File: src/sv/srsw_pkg.sv
// ----------------------------------------------------------------------------
// srsw_pkg: shared types and constants of the selective-repeat sender window
// Payload words, request/action/phase codes, controller-datapath structs.
// ----------------------------------------------------------------------------
`timescale 1ns / 1ps
`default_nettype none

package srsw_pkg;

  // fixed field widths
  localparam int WINDOW_MAX = 64;
  localparam int SLOT_W     = $clog2(WINDOW_MAX);
  localparam int LEN_BITS   = 12;
  localparam int SEQ_W      = 31;
  localparam int WIN_W      = 7;
  localparam int RETRY_W    = 4;
  localparam int REQ_W      = 3;
  localparam int ACT_W      = 3;
  localparam int PHASE_W    = 2;
  localparam int RAM_W      = SEQ_W + LEN_BITS;

  // remainder unit: padded dividend, bits retired per cycle
  localparam int MOD_W     = 32;
  localparam int MOD_DIG   = 4;
  localparam int MOD_CYC   = MOD_W / MOD_DIG;
  localparam int MOD_CNT_W = $clog2(MOD_CYC);

  // register file
  localparam int PADDR_W   = 4;
  localparam int PDATA_W   = 32;
  localparam int REG_IDX_W = 2;
  localparam logic [REG_IDX_W-1:0] REG_WIN   = 2'd0;
  localparam logic [REG_IDX_W-1:0] REG_START = 2'd1;
  localparam logic [REG_IDX_W-1:0] REG_RETRY = 2'd2;

  localparam logic [WIN_W-1:0]   WIN_RST   = 7'd8;
  localparam logic [SEQ_W-1:0]   START_RST = 31'd1;
  localparam logic [RETRY_W-1:0] RETRY_RST = 4'd10;

  typedef enum logic [REQ_W-1:0] {
    REQ_START   = 3'd0,
    REQ_DATA    = 3'd1,
    REQ_EOF     = 3'd2,
    REQ_RDERR   = 3'd3,
    REQ_RR      = 3'd4,
    REQ_SREJ    = 3'd5,
    REQ_CORRUPT = 3'd6,
    REQ_TIMEOUT = 3'd7
  } req_e;

  typedef enum logic [ACT_W-1:0] {
    ACT_NONE      = 3'd0,
    ACT_NAME_OK   = 3'd1,
    ACT_NAME_BAD  = 3'd2,
    ACT_SEND_DATA = 3'd3,
    ACT_RESEND    = 3'd4,
    ACT_SEND_EOF  = 3'd5,
    ACT_FINISHED  = 3'd6
  } act_e;

  typedef enum logic [PHASE_W-1:0] {
    PH_IDLE  = 2'd0,
    PH_SEND  = 2'd1,
    PH_BLOCK = 2'd2,
    PH_WAIT  = 2'd3
  } phase_e;

  typedef enum logic [1:0] {
    RETRY_KEEP = 2'd0,
    RETRY_CLR  = 2'd1,
    RETRY_ONE  = 2'd2,
    RETRY_INC  = 2'd3
  } retry_e;

  typedef enum logic [2:0] {
    ST_IDLE = 3'd0,
    ST_MOD  = 3'd1,
    ST_EXEC = 3'd2,
    ST_READ = 3'd3,
    ST_EMIT = 3'd4
  } ctl_state_e;

  typedef struct packed {
    logic [REQ_W-1:0]    req_type;
    logic                file_ok;
    logic [LEN_BITS-1:0] chunk_len;
    logic [SEQ_W-1:0]    ack_seq;
  } in_word_t;

  typedef struct packed {
    logic [ACT_W-1:0]    action;
    logic [SEQ_W-1:0]    pkt_seq;
    logic [SLOT_W-1:0]   slot;
    logic [LEN_BITS-1:0] pkt_len;
    logic [PHASE_W-1:0]  phase;
    logic                last;
  } out_word_t;

  typedef struct packed {
    logic   item_load;
    logic   sess_set;
    logic   rr_take;
    logic   inc_next;
    logic   ram_we;
    logic   wlen_zero;
    logic   rd_load;
    logic   rd_head;
    logic   phase_we;
    phase_e phase_d;
    retry_e retry_op;
    logic   out_load;
    act_e   out_act;
    logic   out_last;
  } cmd_t;

  typedef struct packed {
    req_e   req;
    phase_e phase;
    logic   file_ok;
    logic   len_zero;
    logic   rr_ok;
    logic   full_inc;
    logic   full_rr;
    logic   ack_eq_next;
    logic   retry_lt;
    logic   limit_nz;
    logic   mod_done;
    logic   out_free;
  } sts_t;

endpackage

`default_nettype wire

File: src/sv/srsw_ram.sv
// ----------------------------------------------------------------------------
// srsw_ram: generic single-write, single-read RAM
// One write port, one read port, read data registered.
// ----------------------------------------------------------------------------
`timescale 1ns / 1ps
`default_nettype none

module srsw_ram #(
  parameter int WIDTH = 8,
  parameter int DEPTH = 16
) (
  input  wire logic                                   clk_i,
  input  wire logic                                   we_i,
  input  wire logic [(DEPTH > 1 ? $clog2(DEPTH) : 1)-1:0] waddr_i,
  input  wire logic [WIDTH-1:0]                       wdata_i,
  input  wire logic [(DEPTH > 1 ? $clog2(DEPTH) : 1)-1:0] raddr_i,
  output      logic [WIDTH-1:0]                       rdata_o
);

  logic [WIDTH-1:0] mem_q [DEPTH];
  logic [WIDTH-1:0] rdata_q;

  always_ff @(posedge clk_i) begin
    if (we_i) begin
      mem_q[waddr_i] <= wdata_i;
    end
    rdata_q <= mem_q[raddr_i];
  end

  assign rdata_o = rdata_q;

endmodule

`default_nettype wire

File: src/sv/srsw_mod.sv
// ----------------------------------------------------------------------------
// srsw_mod: iterative remainder unit
// Sequence number mod window size, restoring method, four bits per cycle.
// ----------------------------------------------------------------------------
`timescale 1ns / 1ps
`default_nettype none

module srsw_mod (
  input  wire logic                        clk_i,
  input  wire logic                        rst_ni,
  input  wire logic                        start_i,
  input  wire logic [srsw_pkg::SEQ_W-1:0]  dividend_i,
  input  wire logic [srsw_pkg::WIN_W-1:0]  divisor_i,
  output      logic                        done_o,
  output      logic [srsw_pkg::SLOT_W-1:0] rem_o
);

  logic                            busy_q;
  logic [srsw_pkg::MOD_CNT_W-1:0]  cnt_q;
  logic [srsw_pkg::MOD_W-1:0]      shf_q;
  logic [srsw_pkg::WIN_W-1:0]      div_q;
  logic [srsw_pkg::SLOT_W-1:0]     rem_q;
  logic [srsw_pkg::SLOT_W-1:0]     rem_d;
  logic [srsw_pkg::WIN_W-1:0]      acc;

  // partial remainder stays below the divisor, so it fits the slot width
  always_comb begin
    rem_d = rem_q;
    acc   = '0;
    for (int i = 0; i < srsw_pkg::MOD_DIG; i++) begin
      acc = {rem_d, shf_q[srsw_pkg::MOD_W-1-i]};
      if (acc >= div_q) begin
        acc = acc - div_q;
      end
      rem_d = acc[srsw_pkg::SLOT_W-1:0];
    end
  end

  always_ff @(posedge clk_i or negedge rst_ni) begin
    if (!rst_ni) begin
      busy_q <= 1'b0;
      cnt_q  <= '0;
    end else if (start_i) begin
      busy_q <= 1'b1;
      cnt_q  <= '0;
    end else if (busy_q) begin
      cnt_q <= cnt_q + srsw_pkg::MOD_CNT_W'(1);
      if (cnt_q == srsw_pkg::MOD_CNT_W'(srsw_pkg::MOD_CYC - 1)) begin
        busy_q <= 1'b0;
      end
    end
  end

  always_ff @(posedge clk_i) begin
    if (start_i) begin
      shf_q <= srsw_pkg::MOD_W'(dividend_i);
      div_q <= divisor_i;
      rem_q <= '0;
    end else if (busy_q) begin
      shf_q <= shf_q << srsw_pkg::MOD_DIG;
      rem_q <= rem_d;
    end
  end

  assign done_o = !busy_q;
  assign rem_o  = rem_q;

endmodule

`default_nettype wire

File: src/sv/srsw_dp.sv
// ----------------------------------------------------------------------------
// srsw_dp: sender window datapath
// Session registers, slot table, remainder unit, compares and output register.
// ----------------------------------------------------------------------------
`timescale 1ns / 1ps
`default_nettype none

module srsw_dp (
  input  wire logic                         clk_i,
  input  wire logic                         rst_ni,
  input  wire srsw_pkg::in_word_t           in_word_i,
  input  wire logic [srsw_pkg::WIN_W-1:0]   win_size_i,
  input  wire logic [srsw_pkg::SEQ_W-1:0]   start_seq_i,
  input  wire logic [srsw_pkg::RETRY_W-1:0] retry_limit_i,
  input  wire srsw_pkg::cmd_t               cmd_i,
  output      srsw_pkg::sts_t               sts_o,
  input  wire logic                         out_stall_i,
  output      logic                         out_valid_o,
  output      srsw_pkg::out_word_t          out_word_o
);

  srsw_pkg::in_word_t            in_q;
  logic [srsw_pkg::SEQ_W-1:0]    next_q;
  logic [srsw_pkg::SEQ_W-1:0]    acked_q;
  logic [srsw_pkg::SLOT_W-1:0]   head_q;
  logic [srsw_pkg::RETRY_W-1:0]  retry_q;
  srsw_pkg::phase_e              phase_q;
  logic [srsw_pkg::SLOT_W-1:0]   rd_slot_q;
  logic                          out_valid_q;
  srsw_pkg::out_word_t           out_word_q;
  srsw_pkg::out_word_t           out_d;

  logic [srsw_pkg::WIN_W-1:0]    win;
  logic [srsw_pkg::SEQ_W-1:0]    mod_op;
  logic                          mod_done;
  logic [srsw_pkg::SLOT_W-1:0]   mod_rem;
  logic [srsw_pkg::RAM_W-1:0]    ram_wdata;
  logic [srsw_pkg::RAM_W-1:0]    ram_rdata;
  logic [srsw_pkg::SEQ_W-1:0]    out_cnt;
  logic [srsw_pkg::SEQ_W-1:0]    ack_dist;
  logic [srsw_pkg::SEQ_W-1:0]    rr_cnt;
  logic [srsw_pkg::SEQ_W-1:0]    win_ext;
  logic                          rr_ok;
  logic                          out_free;

  // window size used clamped to 1..max
  always_comb begin
    if (win_size_i == '0) begin
      win = srsw_pkg::WIN_W'(1);
    end else if (win_size_i > srsw_pkg::WIN_W'(srsw_pkg::WINDOW_MAX)) begin
      win = srsw_pkg::WIN_W'(srsw_pkg::WINDOW_MAX);
    end else begin
      win = win_size_i;
    end
  end

  // remainder operand picked from the incoming word
  always_comb begin
    unique case (srsw_pkg::req_e'(in_word_i.req_type)) inside
      srsw_pkg::REQ_START:                 mod_op = start_seq_i;
      srsw_pkg::REQ_RR, srsw_pkg::REQ_SREJ: mod_op = in_word_i.ack_seq;
      default:                             mod_op = next_q;
    endcase
  end

  srsw_mod u_mod (
    .clk_i      (clk_i),
    .rst_ni     (rst_ni),
    .start_i    (cmd_i.item_load),
    .dividend_i (mod_op),
    .divisor_i  (win),
    .done_o     (mod_done),
    .rem_o      (mod_rem)
  );

  assign ram_wdata = {next_q, cmd_i.wlen_zero ? {srsw_pkg::LEN_BITS{1'b0}} : in_q.chunk_len};

  srsw_ram #(
    .WIDTH (srsw_pkg::RAM_W),
    .DEPTH (srsw_pkg::WINDOW_MAX)
  ) u_slot_ram (
    .clk_i   (clk_i),
    .we_i    (cmd_i.ram_we),
    .waddr_i (mod_rem),
    .wdata_i (ram_wdata),
    .raddr_i (rd_slot_q),
    .rdata_o (ram_rdata)
  );

  // window arithmetic, all modulo 2^31
  assign out_cnt  = next_q - acked_q;
  assign ack_dist = in_q.ack_seq - acked_q;
  assign rr_ok    = (ack_dist != '0) && (ack_dist <= out_cnt);
  assign rr_cnt   = rr_ok ? (next_q - in_q.ack_seq) : out_cnt;
  assign win_ext  = srsw_pkg::SEQ_W'(win);

  assign out_free = !out_valid_q || !out_stall_i;

  always_comb begin
    sts_o.req         = srsw_pkg::req_e'(in_q.req_type);
    sts_o.phase       = phase_q;
    sts_o.file_ok     = in_q.file_ok;
    sts_o.len_zero    = (in_q.chunk_len == '0);
    sts_o.rr_ok       = rr_ok;
    sts_o.full_inc    = (out_cnt + srsw_pkg::SEQ_W'(1)) >= win_ext;
    sts_o.full_rr     = rr_cnt >= win_ext;
    sts_o.ack_eq_next = (in_q.ack_seq == next_q);
    sts_o.retry_lt    = retry_q < retry_limit_i;
    sts_o.limit_nz    = (retry_limit_i != '0);
    sts_o.mod_done    = mod_done;
    sts_o.out_free    = out_free;
  end

  always_ff @(posedge clk_i) begin
    if (cmd_i.item_load) begin
      in_q <= in_word_i;
    end
    if (cmd_i.rd_load) begin
      rd_slot_q <= cmd_i.rd_head ? head_q : mod_rem;
    end
    if (cmd_i.out_load) begin
      out_word_q <= out_d;
    end
  end

  always_ff @(posedge clk_i or negedge rst_ni) begin
    if (!rst_ni) begin
      next_q  <= '0;
      acked_q <= '0;
      head_q  <= '0;
      retry_q <= '0;
      phase_q <= srsw_pkg::PH_IDLE;
    end else begin
      if (cmd_i.sess_set) begin
        next_q <= start_seq_i;
      end else if (cmd_i.inc_next) begin
        next_q <= next_q + srsw_pkg::SEQ_W'(1);
      end
      if (cmd_i.sess_set) begin
        acked_q <= start_seq_i - srsw_pkg::SEQ_W'(1);
      end else if (cmd_i.rr_take) begin
        acked_q <= in_q.ack_seq;
      end
      if (cmd_i.sess_set || cmd_i.rr_take) begin
        head_q <= mod_rem;
      end
      if (cmd_i.phase_we) begin
        phase_q <= cmd_i.phase_d;
      end
      case (cmd_i.retry_op)
        srsw_pkg::RETRY_CLR: retry_q <= '0;
        srsw_pkg::RETRY_ONE: retry_q <= srsw_pkg::RETRY_W'(1);
        srsw_pkg::RETRY_INC: retry_q <= retry_q + srsw_pkg::RETRY_W'(1);
        default:             retry_q <= retry_q;
      endcase
    end
  end

  // result word; phase is already final when a word is loaded
  always_comb begin
    out_d        = '0;
    out_d.action = cmd_i.out_act;
    out_d.phase  = phase_q;
    out_d.last   = cmd_i.out_last;
    case (cmd_i.out_act)
      srsw_pkg::ACT_SEND_DATA: begin
        out_d.pkt_seq = next_q;
        out_d.slot    = mod_rem;
        out_d.pkt_len = in_q.chunk_len;
      end
      srsw_pkg::ACT_SEND_EOF: begin
        out_d.pkt_seq = next_q;
        out_d.slot    = mod_rem;
      end
      srsw_pkg::ACT_RESEND: begin
        out_d.pkt_seq = ram_rdata[srsw_pkg::RAM_W-1:srsw_pkg::LEN_BITS];
        out_d.slot    = rd_slot_q;
        out_d.pkt_len = ram_rdata[srsw_pkg::LEN_BITS-1:0];
      end
      default: ;
    endcase
  end

  always_ff @(posedge clk_i or negedge rst_ni) begin
    if (!rst_ni) begin
      out_valid_q <= 1'b0;
    end else if (cmd_i.out_load) begin
      out_valid_q <= 1'b1;
    end else if (!out_stall_i) begin
      out_valid_q <= 1'b0;
    end
  end

  assign out_valid_o = out_valid_q;
  assign out_word_o  = out_word_q;

endmodule

`default_nettype wire

File: src/sv/srsw_ctrl.sv
// ----------------------------------------------------------------------------
// srsw_ctrl: sender window controller
// Sequences remainder, event decode, slot read and up to two result words.
// ----------------------------------------------------------------------------
`timescale 1ns / 1ps
`default_nettype none

module srsw_ctrl (
  input  wire logic           clk_i,
  input  wire logic           rst_ni,
  input  wire logic           in_valid_i,
  output      logic           in_stall_o,
  input  wire srsw_pkg::sts_t sts_i,
  output      srsw_pkg::cmd_t cmd_o
);

  srsw_pkg::ctl_state_e state_q, state_d;
  srsw_pkg::act_e       act1_q, act1_d;
  srsw_pkg::act_e       act2_q, act2_d;
  logic                 two_q, two_d;
  logic                 sec_q, sec_d;
  srsw_pkg::act_e       cur_act;

  always_ff @(posedge clk_i or negedge rst_ni) begin
    if (!rst_ni) begin
      state_q <= srsw_pkg::ST_IDLE;
      act1_q  <= srsw_pkg::ACT_NONE;
      act2_q  <= srsw_pkg::ACT_NONE;
      two_q   <= 1'b0;
      sec_q   <= 1'b0;
    end else begin
      state_q <= state_d;
      act1_q  <= act1_d;
      act2_q  <= act2_d;
      two_q   <= two_d;
      sec_q   <= sec_d;
    end
  end

  assign in_stall_o = (state_q != srsw_pkg::ST_IDLE);
  assign cur_act    = sec_q ? act2_q : act1_q;

  always_comb begin
    cmd_o   = '0;
    state_d = state_q;
    act1_d  = act1_q;
    act2_d  = act2_q;
    two_d   = two_q;
    sec_d   = sec_q;

    unique case (state_q)
      srsw_pkg::ST_IDLE: begin
        if (in_valid_i) begin
          cmd_o.item_load = 1'b1;
          sec_d           = 1'b0;
          state_d         = srsw_pkg::ST_MOD;
        end
      end

      srsw_pkg::ST_MOD: begin
        if (sts_i.mod_done) begin
          state_d = srsw_pkg::ST_EXEC;
        end
      end

      srsw_pkg::ST_EXEC: begin
        act1_d = srsw_pkg::ACT_NONE;
        act2_d = srsw_pkg::ACT_NONE;
        two_d  = 1'b0;
        unique case (sts_i.req) inside
          srsw_pkg::REQ_START: begin
            if (sts_i.phase == srsw_pkg::PH_IDLE) begin
              if (sts_i.file_ok) begin
                cmd_o.sess_set = 1'b1;
                cmd_o.phase_we = 1'b1;
                cmd_o.phase_d  = srsw_pkg::PH_SEND;
                cmd_o.retry_op = srsw_pkg::RETRY_CLR;
                act1_d         = srsw_pkg::ACT_NAME_OK;
              end else begin
                act1_d = srsw_pkg::ACT_NAME_BAD;
              end
            end
          end

          srsw_pkg::REQ_DATA, srsw_pkg::REQ_EOF: begin
            if (sts_i.phase == srsw_pkg::PH_SEND) begin
              cmd_o.ram_we = 1'b1;
              // an empty chunk closes the file like an explicit eof
              if (sts_i.req == srsw_pkg::REQ_EOF || sts_i.len_zero) begin
                cmd_o.wlen_zero = 1'b1;
                cmd_o.phase_we  = 1'b1;
                cmd_o.phase_d   = srsw_pkg::PH_WAIT;
                cmd_o.retry_op  = srsw_pkg::RETRY_CLR;
                act1_d          = srsw_pkg::ACT_SEND_EOF;
              end else begin
                act1_d = srsw_pkg::ACT_SEND_DATA;
                if (sts_i.full_inc) begin
                  // window filled: first head resend counts as a retry
                  two_d          = 1'b1;
                  cmd_o.phase_we = 1'b1;
                  if (sts_i.limit_nz) begin
                    cmd_o.phase_d  = srsw_pkg::PH_BLOCK;
                    cmd_o.retry_op = srsw_pkg::RETRY_ONE;
                    cmd_o.rd_load  = 1'b1;
                    cmd_o.rd_head  = 1'b1;
                    act2_d         = srsw_pkg::ACT_RESEND;
                  end else begin
                    cmd_o.phase_d  = srsw_pkg::PH_IDLE;
                    cmd_o.retry_op = srsw_pkg::RETRY_CLR;
                    act2_d         = srsw_pkg::ACT_FINISHED;
                  end
                end
              end
            end
          end

          srsw_pkg::REQ_RDERR: begin
            if (sts_i.phase == srsw_pkg::PH_SEND) begin
              cmd_o.phase_we = 1'b1;
              cmd_o.phase_d  = srsw_pkg::PH_IDLE;
              cmd_o.retry_op = srsw_pkg::RETRY_CLR;
              act1_d         = srsw_pkg::ACT_FINISHED;
            end
          end

          srsw_pkg::REQ_RR: begin
            if (sts_i.phase == srsw_pkg::PH_WAIT && sts_i.ack_eq_next) begin
              cmd_o.phase_we = 1'b1;
              cmd_o.phase_d  = srsw_pkg::PH_IDLE;
              cmd_o.retry_op = srsw_pkg::RETRY_CLR;
              act1_d         = srsw_pkg::ACT_FINISHED;
            end else if (sts_i.phase != srsw_pkg::PH_IDLE) begin
              cmd_o.rr_take  = sts_i.rr_ok;
              cmd_o.retry_op = srsw_pkg::RETRY_CLR;
              if (sts_i.phase == srsw_pkg::PH_BLOCK && !sts_i.full_rr) begin
                cmd_o.phase_we = 1'b1;
                cmd_o.phase_d  = srsw_pkg::PH_SEND;
              end
            end
          end

          srsw_pkg::REQ_SREJ: begin
            if (sts_i.phase != srsw_pkg::PH_IDLE) begin
              cmd_o.rd_load  = 1'b1;
              cmd_o.retry_op = srsw_pkg::RETRY_CLR;
              act1_d         = srsw_pkg::ACT_RESEND;
            end
          end

          srsw_pkg::REQ_TIMEOUT: begin
            if (sts_i.phase == srsw_pkg::PH_BLOCK || sts_i.phase == srsw_pkg::PH_WAIT) begin
              if (!sts_i.retry_lt) begin
                cmd_o.phase_we = 1'b1;
                cmd_o.phase_d  = srsw_pkg::PH_IDLE;
                cmd_o.retry_op = srsw_pkg::RETRY_CLR;
                act1_d         = srsw_pkg::ACT_FINISHED;
              end else if (sts_i.phase == srsw_pkg::PH_BLOCK) begin
                cmd_o.rd_load  = 1'b1;
                cmd_o.rd_head  = 1'b1;
                cmd_o.retry_op = srsw_pkg::RETRY_INC;
                act1_d         = srsw_pkg::ACT_RESEND;
              end else begin
                cmd_o.ram_we    = 1'b1;
                cmd_o.wlen_zero = 1'b1;
                cmd_o.retry_op  = srsw_pkg::RETRY_INC;
                act1_d          = srsw_pkg::ACT_SEND_EOF;
              end
            end
          end

          default: ;
        endcase
        state_d = (act1_d == srsw_pkg::ACT_RESEND) ? srsw_pkg::ST_READ : srsw_pkg::ST_EMIT;
      end

      srsw_pkg::ST_READ: begin
        state_d = srsw_pkg::ST_EMIT;
      end

      srsw_pkg::ST_EMIT: begin
        if (sts_i.out_free) begin
          cmd_o.out_load = 1'b1;
          cmd_o.out_act  = cur_act;
          cmd_o.out_last = sec_q || !two_q;
          cmd_o.inc_next = (cur_act == srsw_pkg::ACT_SEND_DATA);
          if (!sec_q && two_q) begin
            sec_d   = 1'b1;
            state_d = (act2_q == srsw_pkg::ACT_RESEND) ? srsw_pkg::ST_READ
                                                       : srsw_pkg::ST_EMIT;
          end else begin
            state_d = srsw_pkg::ST_IDLE;
          end
        end
      end

      default: state_d = srsw_pkg::ST_IDLE;
    endcase
  end

endmodule

`default_nettype wire

File: src/sv/selective_repeat_sender_window.sv
// ----------------------------------------------------------------------------
// selective_repeat_sender_window: selective-repeat sender window controller
// The first result word loads once the remainder is done and the event decoded;
// a slot resend reads the slot table first. A second word follows the first, after
// another slot read for a head resend. One item is in work at a time; an output
// stall holds it, and the remainder unit retires 4 bits of the sequence per cycle.
// Reset clears the session state and loads the register defaults; the slot
// table is not cleared and needs no clearing pass.
// ----------------------------------------------------------------------------
`timescale 1ns / 1ps
`default_nettype none

module selective_repeat_sender_window (
  input  wire logic                          clk_i,
  input  wire logic                          rst_ni,
  input  wire logic                          in_valid_i,
  output      logic                          in_stall_o,
  input  wire srsw_pkg::in_word_t            in_word_i,
  output      logic                          out_valid_o,
  input  wire logic                          out_stall_i,
  output      srsw_pkg::out_word_t           out_word_o,
  input  wire logic                          psel,
  input  wire logic                          penable,
  input  wire logic                          pwrite,
  input  wire logic [srsw_pkg::PADDR_W-1:0]  paddr,
  input  wire logic [srsw_pkg::PDATA_W-1:0]  pwdata,
  output      logic [srsw_pkg::PDATA_W-1:0]  prdata,
  output      logic                          pready
);

  logic [srsw_pkg::WIN_W-1:0]   win_q;
  logic [srsw_pkg::SEQ_W-1:0]   start_q;
  logic [srsw_pkg::RETRY_W-1:0] limit_q;
  logic [srsw_pkg::REG_IDX_W-1:0] reg_idx;

  srsw_pkg::cmd_t cmd;
  srsw_pkg::sts_t sts;

  assign pready  = 1'b1;
  assign reg_idx = paddr[srsw_pkg::PADDR_W-1:2];

  always_ff @(posedge clk_i or negedge rst_ni) begin
    if (!rst_ni) begin
      win_q   <= srsw_pkg::WIN_RST;
      start_q <= srsw_pkg::START_RST;
      limit_q <= srsw_pkg::RETRY_RST;
    end else if (psel && penable && pwrite && pready) begin
      unique case (reg_idx)
        srsw_pkg::REG_WIN:   win_q   <= pwdata[srsw_pkg::WIN_W-1:0];
        srsw_pkg::REG_START: start_q <= pwdata[srsw_pkg::SEQ_W-1:0];
        srsw_pkg::REG_RETRY: limit_q <= pwdata[srsw_pkg::RETRY_W-1:0];
        default: ;
      endcase
    end
  end

  always_comb begin
    unique case (reg_idx)
      srsw_pkg::REG_WIN:   prdata = srsw_pkg::PDATA_W'(win_q);
      srsw_pkg::REG_START: prdata = srsw_pkg::PDATA_W'(start_q);
      srsw_pkg::REG_RETRY: prdata = srsw_pkg::PDATA_W'(limit_q);
      default:             prdata = '0;
    endcase
  end

  srsw_ctrl u_ctrl (
    .clk_i      (clk_i),
    .rst_ni     (rst_ni),
    .in_valid_i (in_valid_i),
    .in_stall_o (in_stall_o),
    .sts_i      (sts),
    .cmd_o      (cmd)
  );

  srsw_dp u_dp (
    .clk_i         (clk_i),
    .rst_ni        (rst_ni),
    .in_word_i     (in_word_i),
    .win_size_i    (win_q),
    .start_seq_i   (start_q),
    .retry_limit_i (limit_q),
    .cmd_i         (cmd),
    .sts_o         (sts),
    .out_stall_i   (out_stall_i),
    .out_valid_o   (out_valid_o),
    .out_word_o    (out_word_o)
  );

  // one item in work at a time
  a_accept_blocks: assert property (@(posedge clk_i) disable iff (!rst_ni)
    (in_valid_i && !in_stall_o) |=> in_stall_o)
    else $error("input word accepted while an item is in work");

  // slot writes use the remainder, which must be settled
  a_write_after_mod: assert property (@(posedge clk_i) disable iff (!rst_ni)
    cmd.ram_we |-> sts.mod_done)
    else $error("slot table written before remainder is done");

  // the last word of an item frees the input side
  a_last_frees_input: assert property (@(posedge clk_i) disable iff (!rst_ni)
    (cmd.out_load && cmd.out_last) |=> !in_stall_o)
    else $error("input still stalled after the last word of an item");

  // a word is loaded only into a free output register
  a_load_when_free: assert property (@(posedge clk_i) disable iff (!rst_ni)
    cmd.out_load |-> sts.out_free)
    else $error("output register overwritten");

endmodule

`default_nettype wire
File: config.mk
export PLATFORM = sky130hd
export DESIGN_NAME = selective_repeat_sender_window
export DESIGN_NICKNAME = d
export VERILOG_FILES = /design/src/sv/srsw_pkg.sv /design/src/sv/srsw_ram.sv /design/src/sv/srsw_mod.sv /design/src/sv/srsw_dp.sv /design/src/sv/srsw_ctrl.sv /design/src/sv/selective_repeat_sender_window.sv
export SDC_FILE = /design/constraint.sdc
export NUM_CORES = 2
export LEC_CHECK = 0
export BUFFER_PORTS_ARGS = -buffer_cell sky130_fd_sc_hd__buf_2
export CAP_MARGIN = 30
export CORE_ASPECT_RATIO = 0.9
export CORE_MARGIN = 1.5
export CORE_UTILIZATION = 60
export DETAILED_ROUTE_END_ITERATION = 8
export GPL_TIMING_DRIVEN = 0
export PLACE_DENSITY = 0.76
export RECOVER_POWER = 100
export SYNTH_ARGS = -nofsm -noshare
export SYNTH_HDL_FRONTEND = slang
export SYNTH_SLANG_ARGS = --single-unit
export TNS_END_PERCENT = 5
File: constraint.sdc
create_clock -name clk_i -period 10.37 [get_ports clk_i]
set_clock_uncertainty 0.2 [all_clocks]
set_input_delay 1.037 -clock clk_i [delete_from_list [all_inputs] [get_ports clk_i]]
set_output_delay 1.037 -clock clk_i [all_outputs]
set_load 0.02 [all_outputs]
* Yosys cells after proc, flatten, opt, wreduce, memory -nomap -nowiden
Memory sizes are Yosys's and may differ from the RTL's. A register that Yosys moved wholly into a read port is not among the register bits.
Cells that the tools add are included.
W data, S select, Z words.
** Storage, ports and cells
- RAM bits :: 2752
- Latch bits :: 0
- Memories :: 1
- Output and inout port bits :: 90
- ROM bits :: 0
- Word-level logic and storage cells :: 229
- Register bits :: 285
- Input bits :: 90
** Memory list
- u_dp.u_slot_ram.mem_q :: depth 64, bits a word 43, read ports 1, clocked after Yosys merged registers in 1, write ports 1, line srsw_ram.sv:20 : logic [WIDTH-1:0] mem_q [DEPTH];
** Operators by class
- Add/subtract/negate cells :: 12
- Reductions and logical operators :: 41
- $lt $le $gt $ge :: 9
- Shift-type cells :: 0
- Multiplexer cells :: 102
- Multipliers :: 0
- Bitwise operators :: 0
- Equality and inequality tests :: 33
- Divide/modulo/power cells :: 0
** Operator list (number)
- $mux W31 :: 7
- $pmux W31 S3 :: 1
- $sub A31 B31 Y31 :: 3
- $pmux W37 S2 :: 1
- $mux W3 :: 23
- $add A31 B1 Y31 const B :: 2
- $ge A31 B7 Y1 :: 2
- $pmux W31 S2 :: 1
- $mux W5 :: 8
- $eq A3 B3 Y1 const B :: 11
- $eq A31 B31 Y1 :: 1
- $le A31 B31 Y1 :: 1
- $reduce_bool A31 Y1 :: 1
- $sub A31 B1 Y31 const B :: 1
- $mux W6 :: 5
- $pmux W3 S5 :: 2
- $ge A7 B7 Y1 :: 4
- $mux W1 :: 28
- $mux W9 :: 3
- $pmux W12 S2 :: 1
- $sub A6 B6 Y6 :: 4
- $mux W7 :: 3
- $eq A3 B2 Y1 const B :: 6
- $mux W2 :: 9
- other kinds (31) :: 69

* Logic depth before layout (Yosys ltp)
- Word-level depth :: 14
- Gate-level depth with buffers :: 51
- Gate-level depth less buffers :: 47

* Cells and area by module
Synthesis repeated with hierarchy kept, for this count alone.
** Unflattened totals
- Cell total of the unflattened synthesis :: 6817
- Area total of the unflattened synthesis :: 127443.5 µm²
** By module, submodules not included
- srsw_ram :: cells an instance 4428, times used 1, area each 105299.7 µm², sequential area each 83500.1 µm²
- srsw_dp :: cells an instance 1798, times used 1, area each 15780.1 µm², sequential area each 5119.9 µm²
- srsw_mod :: cells an instance 303, times used 1, area each 3328.2 µm², sequential area each 1381.3 µm²
- selective_repeat_sender_window :: cells an instance 143, times used 1, area each 1966.9 µm², sequential area each 1056.0 µm²
- srsw_ctrl :: cells an instance 145, times used 1, area each 1068.5 µm², sequential area each 225.2 µm²

* Worst setup path after synthesis
Ideal clock, no wire load.
- Kind :: register to register
- Start point :: register u_dp.u_mod.div_q[1] in the netlist's numbering
- End point :: register u_dp.u_mod.rem_q (netlist bit u_dp.u_mod.rem_o[0])
- Data required time :: 9961 ps
- Cell stages (with the launch flop) :: 51
- Arrival time :: 8416 ps
- Path buffers :: 4
- Slack :: 1545 ps
- Setup time :: 209 ps
- Period minus slack after synthesis :: 8825 ps
- Cells stage by stage :: edfxtp_1 > inv_1 > ha_1 > a21o_1 > a21o_1 > a21o_1 > a21oi_1 > o21ai_0 > a21o_1 > a21o_1 > clkbuf_1 > mux2_2 > inv_1 > ha_1 > nor2b_1 > o21ai_0 > nand2b_1 > a21o_1 > [15 not listed] > a21o_1 > clkbuf_1 > mux2_2 > inv_1 > ha_1 > nor2b_1 > o21ai_0 > nand2b_1 > a21o_1 > a21oi_1 > o21ai_0 > a21o_1 > a21o_1 > clkbuf_1 > nor2_1 > a21oi_1 > mux2i_1 > nor2_1
** Between the ends
- Cells in the longest elaborated chain, start to end :: 8
- Elaborated cells on any way between the ends :: 11
- Those cells by class :: 3 x add/sub; 4 x order compare; 4 x mux
** RTL lines
- start: declaration :: line srsw_mod.sv:21 : logic [srsw_pkg::WIN_W-1:0] div_q;
- start signal: assignment :: line srsw_mod.sv:57 : div_q <= divisor_i;
- $sub A6 B6 Y6 or $ge A7 B7 Y1 (tied branches) :: line srsw_mod.sv:33, srsw_mod.sv:32
- $mux W6 :: line srsw_mod.sv:32 : if (acc >= div_q) begin
- $sub A6 B6 Y6 or $ge A7 B7 Y1 (tied branches) :: line srsw_mod.sv:33, srsw_mod.sv:32
- $mux W6 :: line srsw_mod.sv:32
- $sub A6 B6 Y6 or $ge A7 B7 Y1 (tied branches) :: line srsw_mod.sv:33, srsw_mod.sv:32
- $mux W6 :: line srsw_mod.sv:32
- $ge A7 B7 Y1 * :: line srsw_mod.sv:32
- $mux W6 * :: line srsw_mod.sv:32
- end signal: assignment :: line srsw_mod.sv:61 : rem_q <= rem_d;
- end: declaration :: line srsw_mod.sv:22 : logic [srsw_pkg::SLOT_W-1:0] rem_q;
Mark *: on every way between the ends. The rest lies on a longest branch, timed or not.
A chain may end at the register's enable or synchronous reset.

* Final worst setup path
- Start point :: register u_dp.next_q[5] in the netlist's numbering
- End point :: register u_dp.phase_q[1]
** Between the ends
- Cells in the longest elaborated chain, start to end :: 12
- Elaborated cells on any way between the ends :: 20
- Those cells by class :: 3 x add/sub; 3 x order compare; 1 x eq/ne; 9 x mux; 4 x reduce/logical
** RTL lines
- start: declaration :: line srsw_dp.sv:23 : logic [srsw_pkg::SEQ_W-1:0] next_q;
- start signal: assignment :: line srsw_dp.sv:135 : next_q <= start_seq_i;
- start signal: assignment :: line srsw_dp.sv:137 : next_q <= next_q + srsw_pkg::SEQ_W'(1);
- $sub A31 B31 Y31 :: line srsw_dp.sv:91 : assign out_cnt = next_q - acked_q;
- $le A31 B31 Y1 :: line srsw_dp.sv:93 : assign rr_ok = (ack_dist != '0) && (ack_dist <= out_cnt);
- $logic_and A1 B1 Y1 :: line srsw_dp.sv:93
- $mux W31 :: line srsw_dp.sv:94 : assign rr_cnt = rr_ok ? (next_q - in_q.ack_seq) : out_cnt;
- $ge A31 B7 Y1 :: line srsw_dp.sv:106 : sts_o.full_rr = rr_cnt >= win_ext;
- $logic_not A1 Y1 :: line srsw_ctrl.sv:135 : if (sts_i.phase == srsw_pkg::PH_BLOCK && !sts_i.full_rr) begin
- $logic_and A1 B1 Y1 :: line srsw_ctrl.sv:135
- $mux W3 :: line srsw_ctrl.sv:135
- $mux W5 :: line srsw_ctrl.sv:132 : end else if (sts_i.phase != srsw_pkg::PH_IDLE) begin
- $mux W5 :: line srsw_ctrl.sv:127 : if (sts_i.phase == srsw_pkg::PH_WAIT && sts_i.ack_eq_next) begin
- $pmux W3 S5 * :: line srsw_ctrl.sv:70 : unique case (sts_i.req) inside
- $mux W9 * :: line srsw_ctrl.sv:51 : unique case (state_q)
- end signal: assignment :: line srsw_dp.sv:132 : phase_q <= srsw_pkg::PH_IDLE;
- end signal: assignment :: line srsw_dp.sv:148 : phase_q <= cmd_i.phase_d;
- end: declaration :: line srsw_dp.sv:27 : srsw_pkg::phase_e phase_q;
Marked as above.

==> results.ini <==
[cells_and_area]
regArea_mm2 = 0.0913
multiInputGateArea_mm2 = 0.0344
final_cell_mix = edfxtp_1 (2898), mux4_2 (903), clkbuf_1 (598)
instances_no_fill = 10363
drive_above_1_share = 0.220
synthToLayoutAreaGrowth_pct = 13.0
final_area_mm2 = 0.144
final_nets = 7539
fillers = 12776
mostFrequentLayoutCell = edfxtp_1

[logic_synthesis]
ys.flop_type = edfxtp_1
synth-seq-cells = 3078
synth_cell_types = 108
synth-edff-count = 2898
yosys_warnings = 0
postSynthNetCount = 6770
syn_avg_cell_area_um2 = 19.6
synthesis.instances = 6508
synth-async-reset-ratio = 0.0422
syn_area_mm2 = 0.128
synth_seq_area_share = 0.716

[sta]
period_share = 0.962
final_hold_viol_count = 0
slew_viol_final = 4650
min_period_ns = 9.98
max_slew_margin = -2.29
rsz0062_at_grt = false
tightest_slew_ns = 4.94
finalSetupViolations = 0
max_freq_mhz = 100

[drt]
routed_wl_um = 418000
drtPass1Iterations = 9
drc_errors = 0
drt_iter0_drc = 12904
vias = 75392
ant_nets = 0
wire_per_inst_um = 40.4
viasPerCell = 7.28

[clocking]
clockBufferDepth = 4
cts_tree = built
clock_latency_ns = 0.95
numCtsBuffers = 313
clock-root-buffer = clkbuf_16
htreeDepth = 5
clk_pin_slew_ns = 0.07
clock-sinks = 3078

[grt]
grt.overflow.total = 0
antenna_found_initial = 58
grt_pass1_wl_um = 571000
grt_max_degree = 82
grt_pass1_vias = 73574
grt_use_total = 0.389

[critical_path]
startpoint_type = flip-flop
arrival_ns = 10.62
max_stage_delay_ns = 1.12
end_kind = flip-flop
cp_data_required_time_ns = 11.01
critPathSlowestCell = dfrtp_1
critical_path_class = reg -> reg
crit_fanout = 25
cp_top_family = simple AND/OR/NAND/NOR gates
critical_path_buf_inv_count = 4

[floorplan]
die_y_um = 440
die_x_um = 489
start_util = 0.604
dieArea_mm2 = 0.215
core.rowCount = 160
core_mm2 = 0.211
boundaryPins = 180

[outcome]
status = finished, violations left
violations = capacitance limit, slew limit

[flow_run]
max-cap-violations = 178

[placement]
place_area_mm2 = 0.137
port_buffers = 174
dpl.cell_count = 9744
dp_hpwl_um = 263000
place.gp.congestion = 0.983

[worst_hold_path]
hold_class = in -> reg

[pwr]
p_per_area_mw_per_mm2 = 251
power_leakage_nw = 46.7
vdd_ir_drop_max_v = 0.000285

[kinds of logic after synthesis]
logic type      Yosys count  share of synthesized area
flops                  3078                      0.716
mux                    1034                      0.171
simple gates            899                     0.0351
compound gates          719                     0.0380
buf+inv                 482                     0.0145
fa+ha+maj               174                     0.0174
xor+xnor                120                    0.00864
other cells               2                  0.0000589
[synth_stat cells (all sizes together) (26+ instances only)]
cell	instances	area share
a22o	55	0.0038
nor2	234	0.0069
xnor2	65	0.0045
a22oi	30	0.0018
mux4	903	0.16
and2	58	0.0028
and3	30	0.0015
edfxtp	2898	0.68
ha	165	0.016
inv	150	0.0044
xor2	52	0.0036
a21oi	169	0.0067
clkbuf	257	0.0076
buf	75	0.0025
nand4	35	0.0017
nor4	33	0.0017
nand3	63	0.0025
o21ai	172	0.0068
mux2	68	0.0062
a21o	62	0.0036
nor3	62	0.0025
dfrtp	126	0.025
nand2b	26	0.0013
nand2	230	0.0068
mux2i	63	0.0049
dfxtp	50	0.0078
[worst reg2reg max path, delay by kind of cell, from the launching register on]
| kind | cells | cell delay (ns) |
|---|---|---|
| xor+xnor | 1 | 0.64 |
| simple gates | 12 | 2.92 |
| buf+inv | 4 | 0.92 |
| compound gates | 12 | 2.73 |
| fa+ha+maj | 3 | 1.10 |
| flops | 1 | 1.12 |
| mux | 1 | 0.25 |
[metrics by stage]
stage	setup WS [ns]	utilization	setup TNS [ns]	power (W)	hold slack, ns
after floorplan	1.55	-	0	0.0214	0.223
final	0.389	0.682	0	0.0362	0.0557
after global routing	0.0388	0.682	0	0.0373	0.0463
after global placement	-2.74	0.625	-5.21	0.0243	0.282
after detailed placement	-0.466	0.648	-0.604	0.0247	0.283
after CTS	0.125	0.695	0	0.0359	0.0172
[worst paths after layout]
check / start / endpoint / slack, ns / cells past startpoint
max in group asynchronous: rst_ni / u_dp.next_q[0]$_DFFE_PN0P_ / 2.11 / 3
min in group asynchronous: rst_ni / start_q[28]$_DFFE_PN0P_ / 1.34 / 2
setup reg to reg: u_dp.next_q[5]$_DFFE_PN0P_ / u_dp.phase_q[1]$_DFFE_PN0P_ / 0.39 / 33
hold reg to reg: u_dp.phase_q[1]$_DFFE_PN0P_ / u_dp.out_word_o[2]$_DFFE_PP_ / 0.30 / 0
setup / recovery: u_dp.next_q[5]$_DFFE_PN0P_ / u_dp.phase_q[1]$_DFFE_PN0P_ / 0.39 / 33
hold / removal: in_word_i[34] / u_dp.in_q[34]$_DFFE_PP_ / 0.06 / 1
[report_power, final]
group	internal (W)	switching [W]
clock	0.00649	0.00481
combinational	0.00326	0.00589
sequential	0.0149	0.000796
[registers in the layout (all words and copies together), names as in the netlist, 2 cells and up]
register,cells
limit_q,4
start_q,31
u_ctrl.act1_q,3
u_ctrl.state_q,3
u_dp.acked_q,31
u_dp.head_q,6
u_dp.in_q,43
u_dp.next_q,31
u_dp.out_word_o,55
u_dp.phase_q,2
u_dp.rd_slot_q,6
u_dp.retry_q,4
u_dp.sts_o,4
u_dp.u_mod.cnt_q,3
u_dp.u_mod.div_q,7
u_dp.u_mod.rem_o,6
u_dp.u_mod.shf_q,32
u_dp.u_slot_ram.mem_q,2752
u_dp.u_slot_ram.rdata_o,43
win_q,7
[repair_timing]
item                                   4_1_cts  5_1_grt
pin swaps                                    0        1
endpoints found under the hold margin       49        0
setup buffers                                1        6
setup endpoints to repair                    2        8
hold buffers                                 1        0
gates resized for setup                      3        6
gates cloned                                 0        0
[metal layers]
layer  part of all wire  global-route usage  vias to the layer above
met2               0.44               0.571                     6922
met1               0.33               0.511                    38416
met5            0.00099             0.00245                        -
li1                   -                   -                    28509
met4              0.069               0.213                       44
met3               0.15               0.141                     1501
[area by class of cell]
cell class / count / share of cell area
diodes: 26 / 0.000452
plain buffers: 332 / 0.00886
clock buffers: 387 / 0.0582
clock inverters: 153 / 0.0107
inverters: 150 / 0.00392
multi-input cells: 2948 / 0.239
flip-flops and latches: 3078 / 0.634
well taps: 2835 / 0.0246
repair buffers: 454 / 0.0206
Note: power is estimated with default switching activity, not from simulation.
